**src/design/pmtup_pkg.sv**
```systemverilog
// ----------------------------------------------------------------------------
// Path MTU prober package
// Shared types, codes and constants of the path MTU probe controller.
// ----------------------------------------------------------------------------
package pmtup_pkg;

  // Width of every size in the prober state; covers the full MTU range.
  localparam int unsigned SIZE_W      = 16;
  localparam int unsigned PROBE_W     = 15;
  localparam int unsigned SEQ_W       = 32;
  localparam int unsigned RETRY_W     = 4;
  localparam int unsigned CHECK_W     = 3;
  localparam int unsigned FUNC_W      = 3;
  localparam int unsigned CFG_IDX_W   = 1;
  localparam int unsigned CFG_DATA_W  = 16;

  // Defaults of the top-level parameters.
  localparam int unsigned PMTU_CAP_DEF    = 16384;
  localparam int unsigned RETRY_LIMIT_DEF = 10;
  localparam int unsigned CHECK_LIMIT_DEF = 5;

  // Fixed protocol sizes and steps.
  localparam logic [SIZE_W-1:0]  GROW_STEP     = 16'd50;
  localparam logic [SIZE_W-1:0]  BASE_V6       = 16'd1280;
  localparam logic [SIZE_W-1:0]  BASE_V4       = 16'd1200;
  localparam logic [SIZE_W-1:0]  MIN_V6        = 16'd1280;
  localparam logic [SIZE_W-1:0]  MIN_V4        = 16'd68;
  localparam logic [SIZE_W-1:0]  CEIL_UNKNOWN  = 16'd1500;
  localparam logic [RETRY_W-1:0] RETRY_SAT     = 4'd15;
  localparam logic [CHECK_W-1:0] CHECK_SAT     = 3'd7;

  // Prober phases.
  typedef enum logic [2:0] {
    PH_START    = 3'd0,
    PH_DISABLED = 3'd1,
    PH_BASE     = 3'd2,
    PH_SEARCH   = 3'd3,
    PH_ERROR    = 3'd4,
    PH_DONE     = 3'd5
  } phase_e;

  // Event codes carried by a request.
  typedef enum logic [FUNC_W-1:0] {
    FN_START      = 3'd0,
    FN_ACK        = 3'd1,
    FN_TOO_BIG    = 3'd2,
    FN_PROBE_TMO  = 3'd3,
    FN_VALID_TMO  = 3'd4,
    FN_REMOTE_MTU = 3'd5
  } func_e;

  // Configuration register indexes.
  typedef enum logic [CFG_IDX_W-1:0] {
    REG_IPV4_MODE    = 1'd0,
    REG_LOCAL_IF_MTU = 1'd1
  } cfg_reg_e;

  // Input request.
  typedef struct packed {
    logic [FUNC_W-1:0] func;
    logic [15:0]       reported_mtu;
    logic [15:0]       remote_mtu;
  } in_item_t;

  // Result item.
  typedef struct packed {
    logic               send_now;
    logic [PROBE_W-1:0] probe_bytes;
    logic               probe_flag;
    logic [SEQ_W-1:0]   probe_seq;
    logic               arm_probe_timer;
    logic               cancel_probe_timer;
    logic               arm_validation_timer;
    logic [2:0]         fsm_code;
    logic [PROBE_W-1:0] confirmed_mtu;
  } out_item_t;

  // Prober state.
  typedef struct packed {
    phase_e             phase;
    logic [SIZE_W-1:0]  trial_size;
    logic [SIZE_W-1:0]  good_size;
    logic [SIZE_W-1:0]  ceiling;
    logic [SEQ_W-1:0]   seq_counter;
    logic [SIZE_W-1:0]  report_limit;
    logic [RETRY_W-1:0] retry_count;
    logic [CHECK_W-1:0] check_count;
    logic [SIZE_W-1:0]  peer_mtu;
  } state_t;

endpackage

```
**src/design/pmtup_step.sv**
```systemverilog
// ----------------------------------------------------------------------------
// Path MTU prober step logic
// Computes the next prober state and the result item for one event.
// ----------------------------------------------------------------------------
module pmtup_step import pmtup_pkg::*; #(
  parameter int unsigned PMTU_CAP    = PMTU_CAP_DEF,
  parameter int unsigned RETRY_LIMIT = RETRY_LIMIT_DEF,
  parameter int unsigned CHECK_LIMIT = CHECK_LIMIT_DEF
) (
  input  state_t            state_i,
  input  logic              ipv4_mode_i,
  input  logic [SIZE_W-1:0] local_if_mtu_i,
  input  in_item_t          item_i,
  output state_t            state_o,
  output out_item_t         rsp_o
);

  localparam logic [SIZE_W-1:0]  CapSize    = SIZE_W'(PMTU_CAP);
  localparam logic [RETRY_W-1:0] RetryLimit = RETRY_W'(RETRY_LIMIT);
  localparam logic [CHECK_W-1:0] CheckLimit = CHECK_W'(CHECK_LIMIT);

  // Grow the trial size by one step, clipped at the ceiling.
  function automatic state_t grow_trial(state_t s);
    logic [SIZE_W:0] sum;
    sum = {1'b0, s.trial_size} + {1'b0, GROW_STEP};
    if (sum > {1'b0, s.ceiling}) begin
      s.trial_size = s.ceiling;
    end else begin
      s.trial_size = sum[SIZE_W-1:0];
    end
    return s;
  endfunction

  // Ceiling from the known interface MTUs, capped.
  function automatic state_t refresh_ceiling(state_t s, logic [SIZE_W-1:0] lmtu);
    logic [SIZE_W-1:0] m;
    m = lmtu;
    if (m == '0) begin
      m = s.peer_mtu;
    end else if (s.peer_mtu != '0 && s.peer_mtu < m) begin
      m = s.peer_mtu;
    end
    if (m == '0) begin
      s.ceiling = CEIL_UNKNOWN;
    end else if (m > CapSize) begin
      s.ceiling = CapSize;
    end else begin
      s.ceiling = m;
    end
    return s;
  endfunction

  function automatic state_t enter_base(state_t s, logic v4);
    s.phase       = PH_BASE;
    s.trial_size  = v4 ? BASE_V4 : BASE_V6;
    s.retry_count = '0;
    s.peer_mtu    = '0;
    return s;
  endfunction

  function automatic state_t enter_error(state_t s, logic v4);
    s.phase       = PH_ERROR;
    s.trial_size  = v4 ? MIN_V4 : MIN_V6;
    s.retry_count = '0;
    s.peer_mtu    = '0;
    return s;
  endfunction

  function automatic state_t enter_done(state_t s);
    s.phase        = PH_DONE;
    s.trial_size   = s.good_size;
    s.report_limit = s.good_size;
    s.check_count  = '0;
    return s;
  endfunction

  function automatic state_t enter_search(state_t s, logic [SIZE_W-1:0] lmtu);
    s.phase        = PH_SEARCH;
    s              = refresh_ceiling(s, lmtu);
    s.good_size    = s.trial_size;
    s              = grow_trial(s);
    s.report_limit = s.trial_size;
    s.retry_count  = '0;
    return s;
  endfunction

  state_t            ns;
  logic              send;
  logic              flag;
  logic              cancel;
  logic              varm;
  logic [SIZE_W-1:0] base_sz;
  logic [SIZE_W-1:0] rep_mtu;

  assign base_sz = ipv4_mode_i ? BASE_V4 : BASE_V6;
  assign rep_mtu = SIZE_W'(item_i.reported_mtu);

  // Event decode and state transitions. A probe send is always the last action of
  // a path, so the sequence and retry updates are applied once at the end.
  always_comb begin
    ns     = state_i;
    send   = 1'b0;
    flag   = 1'b0;
    cancel = 1'b0;
    varm   = 1'b0;

    case (item_i.func)
      FN_START: begin
        ns.report_limit = '0;
        ns.seq_counter  = '0;
        ns.peer_mtu     = '0;
        ns.phase        = PH_START;
        ns.trial_size   = '0;
        ns.retry_count  = '0;
        send            = 1'b1;
      end

      FN_ACK: begin
        cancel = 1'b1;
        case (state_i.phase)
          PH_START: begin
            ns   = enter_base(ns, ipv4_mode_i);
            send = 1'b1;
            flag = 1'b1;
          end
          PH_BASE, PH_ERROR: begin
            ns   = enter_search(ns, local_if_mtu_i);
            send = 1'b1;
          end
          PH_SEARCH: begin
            ns.good_size = ns.trial_size;
            if (ns.good_size == ns.ceiling) begin
              ns   = enter_done(ns);
              varm = 1'b1;
            end else begin
              ns              = grow_trial(ns);
              ns.report_limit = ns.trial_size;
              ns.retry_count  = '0;
              send            = 1'b1;
            end
          end
          PH_DONE: begin
            if (state_i.check_count < CheckLimit) begin
              varm = 1'b1;
            end else begin
              ns   = enter_search(ns, local_if_mtu_i);
              send = 1'b1;
            end
          end
          default: begin
          end
        endcase
      end

      FN_TOO_BIG: begin
        if (state_i.phase inside {PH_BASE, PH_SEARCH, PH_DONE}) begin
          if (state_i.report_limit == '0 || rep_mtu < state_i.report_limit) begin
            cancel = 1'b1;
          end
          case (state_i.phase)
            PH_BASE: begin
              if (rep_mtu < base_sz) begin
                ns   = enter_error(ns, ipv4_mode_i);
                send = 1'b1;
                flag = 1'b1;
              end else begin
                ns   = enter_done(ns);
                varm = 1'b1;
              end
            end
            PH_SEARCH: begin
              if (rep_mtu < state_i.good_size) begin
                ns   = enter_base(ns, ipv4_mode_i);
                send = 1'b1;
                flag = 1'b1;
              end else if (rep_mtu < state_i.trial_size) begin
                ns.trial_size = rep_mtu;
                ns.ceiling    = rep_mtu;
                if (state_i.good_size == rep_mtu) begin
                  ns   = enter_done(ns);
                  varm = 1'b1;
                end else begin
                  ns.retry_count = '0;
                  send           = 1'b1;
                end
              end
            end
            default: begin
              if (rep_mtu < state_i.good_size) begin
                ns   = enter_base(ns, ipv4_mode_i);
                send = 1'b1;
                flag = 1'b1;
              end
            end
          endcase
        end
      end

      FN_PROBE_TMO: begin
        if (state_i.retry_count == RetryLimit) begin
          // Retries used up: the probe is taken as failed.
          case (state_i.phase)
            PH_START: begin
              ns.phase = PH_DISABLED;
            end
            PH_BASE: begin
              ns   = enter_error(ns, ipv4_mode_i);
              send = 1'b1;
              flag = 1'b1;
            end
            PH_SEARCH: begin
              ns   = enter_done(ns);
              varm = 1'b1;
            end
            PH_ERROR: begin
              ns.retry_count = '0;
              send           = 1'b1;
            end
            PH_DONE: begin
              ns   = enter_base(ns, ipv4_mode_i);
              send = 1'b1;
              flag = 1'b1;
            end
            default: begin
            end
          endcase
        end else begin
          send = 1'b1;
        end
      end

      FN_VALID_TMO: begin
        if (state_i.check_count < CHECK_SAT) begin
          ns.check_count = state_i.check_count + 1'b1;
        end
        ns.retry_count = '0;
        send           = 1'b1;
        if (ns.check_count >= CheckLimit) begin
          ns.peer_mtu = '0;
          flag        = 1'b1;
        end
      end

      FN_REMOTE_MTU: begin
        ns.peer_mtu = SIZE_W'(item_i.remote_mtu);
      end

      default: begin
      end
    endcase

    // Probe send bookkeeping.
    if (send) begin
      ns.seq_counter = ns.seq_counter + 1'b1;
      if (ns.retry_count < RETRY_SAT) begin
        ns.retry_count = ns.retry_count + 1'b1;
      end
    end
  end

  // Result item.
  always_comb begin
    rsp_o                      = '0;
    rsp_o.send_now             = send;
    rsp_o.arm_probe_timer      = send;
    rsp_o.cancel_probe_timer   = cancel;
    rsp_o.arm_validation_timer = varm;
    rsp_o.fsm_code             = ns.phase;
    rsp_o.confirmed_mtu        = PROBE_W'(ns.good_size);
    if (send) begin
      rsp_o.probe_bytes = PROBE_W'(ns.trial_size);
      rsp_o.probe_flag  = flag;
      rsp_o.probe_seq   = ns.seq_counter;
    end
  end

  assign state_o = ns;

endmodule

```
**src/design/path_mtu_probe_controller_top.sv**
```systemverilog
// ----------------------------------------------------------------------------
// Path MTU probe controller
// Packetization-layer path MTU prober with one event in and one result out.
// ----------------------------------------------------------------------------
// Usage:
// Each request on the input channel carries one event: start, probe ack,
// packet-too-big report, probe timer expiry, validation timer expiry or remote
// interface MTU. Every request yields exactly one result on the output channel,
// telling whether to send a probe (size, flag, sequence), which timer commands
// to issue, the phase after the event and the confirmed size.
// A request sits in the input register after the edge that accepts it; the
// step logic then writes the prober state and the result register once the
// result register is free. One request is taken every cycle while the
// receiver does not stall; the step logic is combinational.
// When the receiver stalls, the result register holds its item and the input
// register holds the next one; the input channel then stops accepting.
// The configuration channel is always ready and writes the IPv4 mode and
// the local interface MTU; write it only while no request is in flight.
// Reset puts the prober in the start phase with all sizes and counts at zero,
// clears both configuration registers and empties both pipeline registers.
// ----------------------------------------------------------------------------
module path_mtu_probe_controller_top import pmtup_pkg::*; #(
  parameter int unsigned PMTU_CAP    = PMTU_CAP_DEF,
  parameter int unsigned RETRY_LIMIT = RETRY_LIMIT_DEF,
  parameter int unsigned CHECK_LIMIT = CHECK_LIMIT_DEF
) (
  input  logic                  clk_i,
  input  logic                  rst_ni,
  input  logic                  cfg_valid_i,
  output logic                  cfg_ready_o,
  input  logic [CFG_IDX_W-1:0]  cfg_index_i,
  input  logic [CFG_DATA_W-1:0] cfg_wdata_i,
  input  logic                  in_valid_i,
  output logic                  in_ready_o,
  input  in_item_t              in_req_i,
  output logic                  out_valid_o,
  input  logic                  out_ready_i,
  output out_item_t             out_rsp_o
);

  logic              ipv4_mode_q;
  logic [SIZE_W-1:0] local_if_mtu_q;
  logic              in_valid_q;
  in_item_t          in_item_q;
  logic              out_valid_q;
  out_item_t         out_item_q;
  state_t            state_q;
  state_t            state_d;
  out_item_t         rsp_d;
  logic              advance;
  logic              step_en;

  // Configuration registers.
  assign cfg_ready_o = 1'b1;

  always_ff @(posedge clk_i or negedge rst_ni) begin
    if (!rst_ni) begin
      ipv4_mode_q    <= 1'b0;
      local_if_mtu_q <= '0;
    end else if (cfg_valid_i) begin
      case (cfg_reg_e'(cfg_index_i))
        REG_IPV4_MODE:    ipv4_mode_q    <= cfg_wdata_i[0];
        REG_LOCAL_IF_MTU: local_if_mtu_q <= SIZE_W'(cfg_wdata_i);
        default: begin
        end
      endcase
    end
  end

  // Pipeline flow: the result register frees up when empty or when taken.
  assign advance    = !out_valid_q || out_ready_i;
  assign step_en    = in_valid_q && advance;
  assign in_ready_o = !in_valid_q || advance;

  // Input register.
  always_ff @(posedge clk_i or negedge rst_ni) begin
    if (!rst_ni) begin
      in_valid_q <= 1'b0;
    end else if (in_ready_o) begin
      in_valid_q <= in_valid_i;
    end
  end

  always_ff @(posedge clk_i) begin
    if (in_ready_o && in_valid_i) begin
      in_item_q <= in_req_i;
    end
  end

  // Step logic.
  pmtup_step #(
    .PMTU_CAP    (PMTU_CAP),
    .RETRY_LIMIT (RETRY_LIMIT),
    .CHECK_LIMIT (CHECK_LIMIT)
  ) u_step (
    .state_i        (state_q),
    .ipv4_mode_i    (ipv4_mode_q),
    .local_if_mtu_i (local_if_mtu_q),
    .item_i         (in_item_q),
    .state_o        (state_d),
    .rsp_o          (rsp_d)
  );

  // Prober state register. The all-zero state is the start phase with every
  // size and count cleared.
  always_ff @(posedge clk_i or negedge rst_ni) begin
    if (!rst_ni) begin
      state_q <= '0;
    end else if (step_en) begin
      state_q <= state_d;
    end
  end

  // Result register.
  always_ff @(posedge clk_i or negedge rst_ni) begin
    if (!rst_ni) begin
      out_valid_q <= 1'b0;
    end else if (advance) begin
      out_valid_q <= in_valid_q;
    end
  end

  always_ff @(posedge clk_i) begin
    if (step_en) begin
      out_item_q <= rsp_d;
    end
  end

  assign out_valid_o = out_valid_q;
  assign out_rsp_o   = out_item_q;

endmodule
```
**config.mk**
```make
export PLATFORM = sky130hd
export DESIGN_NAME = path_mtu_probe_controller_top
export DESIGN_NICKNAME = d
export VERILOG_FILES = /design/src/design/pmtup_pkg.sv /design/src/design/pmtup_step.sv /design/src/design/path_mtu_probe_controller_top.sv
export SDC_FILE = /design/constraint.sdc
export NUM_CORES = 1
export LEC_CHECK = 0
export BUFFER_PORTS_ARGS = -buffer_cell sky130_fd_sc_hd__buf_4
export CAP_MARGIN = 0
export CORE_ASPECT_RATIO = 1.1
export CORE_MARGIN = 2
export CORE_UTILIZATION = 60
export DETAILED_ROUTE_END_ITERATION = 10
export PLACE_DENSITY_LB_ADDON = 0.1
export SETUP_SLACK_MARGIN = 0.5
export SLEW_MARGIN = 30
export SYNTH_ARGS = -nofsm -noshare
export SYNTH_HDL_FRONTEND = slang
export SYNTH_SLANG_ARGS = --single-unit
```
**constraint.sdc**
```tcl
create_clock -name clk_i -period 5.41 [get_ports clk_i]
set_input_delay 1.3525 -clock clk_i [delete_from_list [all_inputs] [get_ports clk_i]]
set_output_delay 1.3525 -clock clk_i [all_outputs]
set_load 0.005 [all_outputs]
```
==> results.md <==
- Top cell type by total area after synthesis: dfrtp_1
- Detailed Routing Iterations Pass 1: 9
- Peak Freq: 204 MHz
- WS Path Type: reg -> reg
- Final Critical Period: 4910 ps
- Pleak: 0.00817 uW
- TritonCTS clock tree: done
- Max-Cap Viols: 0
- First-pass GRT wire length: 92.5 mm
- Synth top area cells: dfrtp_1, edfxtp_1, ha_1
- Top-area cell type share of the netlist area: 21.3%
- Largest net degree at the start of global routing: 96
- Chip Width: 163 um
- Clock Tree Buf Depth: 3
- Mapped Cells: 1866
- Average cell area after synthesis: 8.89 sq um
- Ant diodes: 0
- Mapped Area: 16600 sq um
- Via total after detailed routing: 16753
- Clock transition at path regs: 70 ps
- CP Launch Type: flop
- Met2 global-route usage: 65.5%
- Clock Root Buffer: clkbuf_16
- Most frequent cell after synthesis: o21ai_0
- FF-to-FF setup slack: 500 ps
- Residual DRC: 0
- RSZ-0062 raised after global routing: yes
- Worst Path Max Fanout: 6
- # port buffers: 128
- Setup Skew: 31.3 ps
- GR Layer Usage met3: 8.79%
- Hpwl dp: 44.3 mm
- Sequential cell area fraction in the yosys report: 40.1%
- Clock sinks: 245
- Placed Instance Area: 18300 sq um
- Clk_lat worst skew: 580 ps
- Setup slack at placement: 96.7 ps
- Core area: 27100 sq um
- Setup violation total in the final timing report: 0
- Post-synthesis cell type count: 98
- Critical Path RT: 5730 ps
- Setup WS post-layout: 498 ps
- WL per Instance: 25.7 um
- Fill count: 2002
- Total congestion overflow: 0
- PD cells: 533 nW/um^2
- Chip height: 178 um
- Status: completed
- Worst EP arrival: 5230 ps
- Remaining antenna violation count: 0
- Initial Util: 61.2%
- Number of synthesized register bits: 245
- Initial DRC Count: 2661
- Async S/R FF share, synth: 57.6%
- Area Overhead vs Synth: 20.7%
- Final Max Slew Viols: 0
- Worst VDD drop: 533 uV
- Rows: 63
- Reg2reg path depth: 21
- Final net count: 2192
- Via density per instance: 6.94
- GRT Util Overall: 41.9%
- Reg-to-reg startpoint: state_q[11]
- Initial antenna violation count: 0
- Total Routed Length: 62.0 mm
- Final non-filler cell area: 20000 sq um
- HP Class: reg -> reg
- H-tree depth: 1
- Slew margin rel.: 30.5%
- Most Crowded Layer GR: met2
- Final hold vios: 0
- Post-synth EDFFs: 104
- Core Util, Final: 73.9%
- Die Area: 29000 sq um
- Top Ports: 130
- Top cells by count, synth: o21ai_0, nand2_1, nor2_1
- R2R Path End: out_rsp_o[57]
- Number of global-route vias before repair: 15931
- Worst-margin pin slew: 1030 ps
- Layout cells sized above 1: 21.9%
- GP Congestion: 1.05
- Post-synth top flop: dfrtp_1
- Crit end category: flop
- CP startpoint: state_q[11]
- Setup TNS: 0 ps
- Yosys warns: 0
- Critical path endpoint: out_rsp_o[57]
- M1 GR Usage: 53.8%
- Final period utilization: 90.8%
- Cts bufs inserted: 27
worst max-delay path: stages, from the launching register on:
cell and delay, ps:
dfrtp_1 400, ha_1 320, and3_4 170, a221o_1 380, a41oi_4 250, o221ai_4 210
nand2_4 150, buf_6 120, a21oi_4 50, or2_4 260, ha_4 260, nand4_1 180
nor3_4 190, o311a_1 240, o31a_1 240, nor3_2 60, buf_4 200, and3_4 190
o41ai_4 370, buf_4 180, and3_4 190, nor2_2 30
cells in the final DEF, fill, tap and decap left out, types with 63 or more instances in the layout:
master,instances
nand2_1,155
inv_1,104
dfrtp_1,138
a21oi_1,139
edfxtp_1,104
buf_4,243
nand3_1,63
ha_1,86
nor2_1,158
o21ai_0,157
where the power goes:
group | leakage, uW | internal, uW | switching (uW) | total (uW)
registers | 0.00285 | 2340 | 542 | 2890
clock network | 0.000448 | 1090 | 819 | 1910
logic | 0.00488 | 2390 | 3480 | 5870
sequential cells by signal (all words and copies together) (netlist names):
name and flops:
ipv4_mode_q 1, local_if_mtu_q 16, out_rsp_o 69, in_item_q 35, out_valid_o 1, in_valid_q 1
state_q 122
cell families after synthesis:
| group | after synthesis | synth area share [%] |
|---|---|---|
| AO/OA/AOI/OAI | 606 | 23.8 |
| AND/OR/NAND/NOR | 592 | 17.1 |
| flip-flops | 245 | 40.1 |
| buffers and inverters | 222 | 5.47 |
| adder cells (fa/ha/maj) | 100 | 7.54 |
| multiplexers | 57 | 3.68 |
| XOR/XNOR | 43 | 2.27 |
| other | 1 | 0.0226 |
area by class of cell:
cell class	instances	area, sq um	share of cell area [%]
clock inverter	20	203	1.01
inverter	109	412	2.05
multi-input combinational	1401	9700	48.4
tap	357	447	2.23
sequential	245	6660	33.2
clock buffer	30	707	3.53
timing repair buffer	251	1910	9.55
timing repair:
| item | CTS | global route |
|---|---|---|
| cloned | 0 | 1 |
| setup endpoints to repair | 35 | 47 |
| hold buffers | 0 | 0 |
| buffers inserted | 18 | 12 |
| resized for setup | 21 | 101 |
| pin swaps | 13 | 50 |
layer usage:
layer | share of wire [%] | up-vias | wire (um)
met4 | 7.3 | 0 | 4540
met5 | 0 | - | 0
met1 | 37 | 7914 | 22900
li1 | - | 7262 | -
met2 | 44 | 1267 | 27300
met3 | 12 | 310 | 7250
stage by stage:
| step | total power, uW | std cells | hold WS [ps] |
|---|---|---|---|
| final | 10700 | 2413 | 490 |
| after global routing | 11200 | 2413 | 517 |
| after CTS | 9780 | 2400 | 495 |
| after detailed placement | 7610 | 2332 | 473 |
| after global placement | 7500 | 2332 | 464 |
| after floorplan | 5750 | 1867 | 445 |
how the worst min path moves through the flow:
stage                            start     endpoint  depth (start not counted)
after detailed placement  in_item_q[8]   state_q[8]                          2
after floorplan           in_item_q[0]   state_q[0]                          2
after global routing      in_item_q[8]   state_q[8]                          2
after global placement     state_q[63]  state_q[63]                          1
after CTS                  state_q[70]  state_q[70]                          1
final                     in_item_q[6]   state_q[6]                          2
No activity file was read; power rests on OpenSTA's default activity.
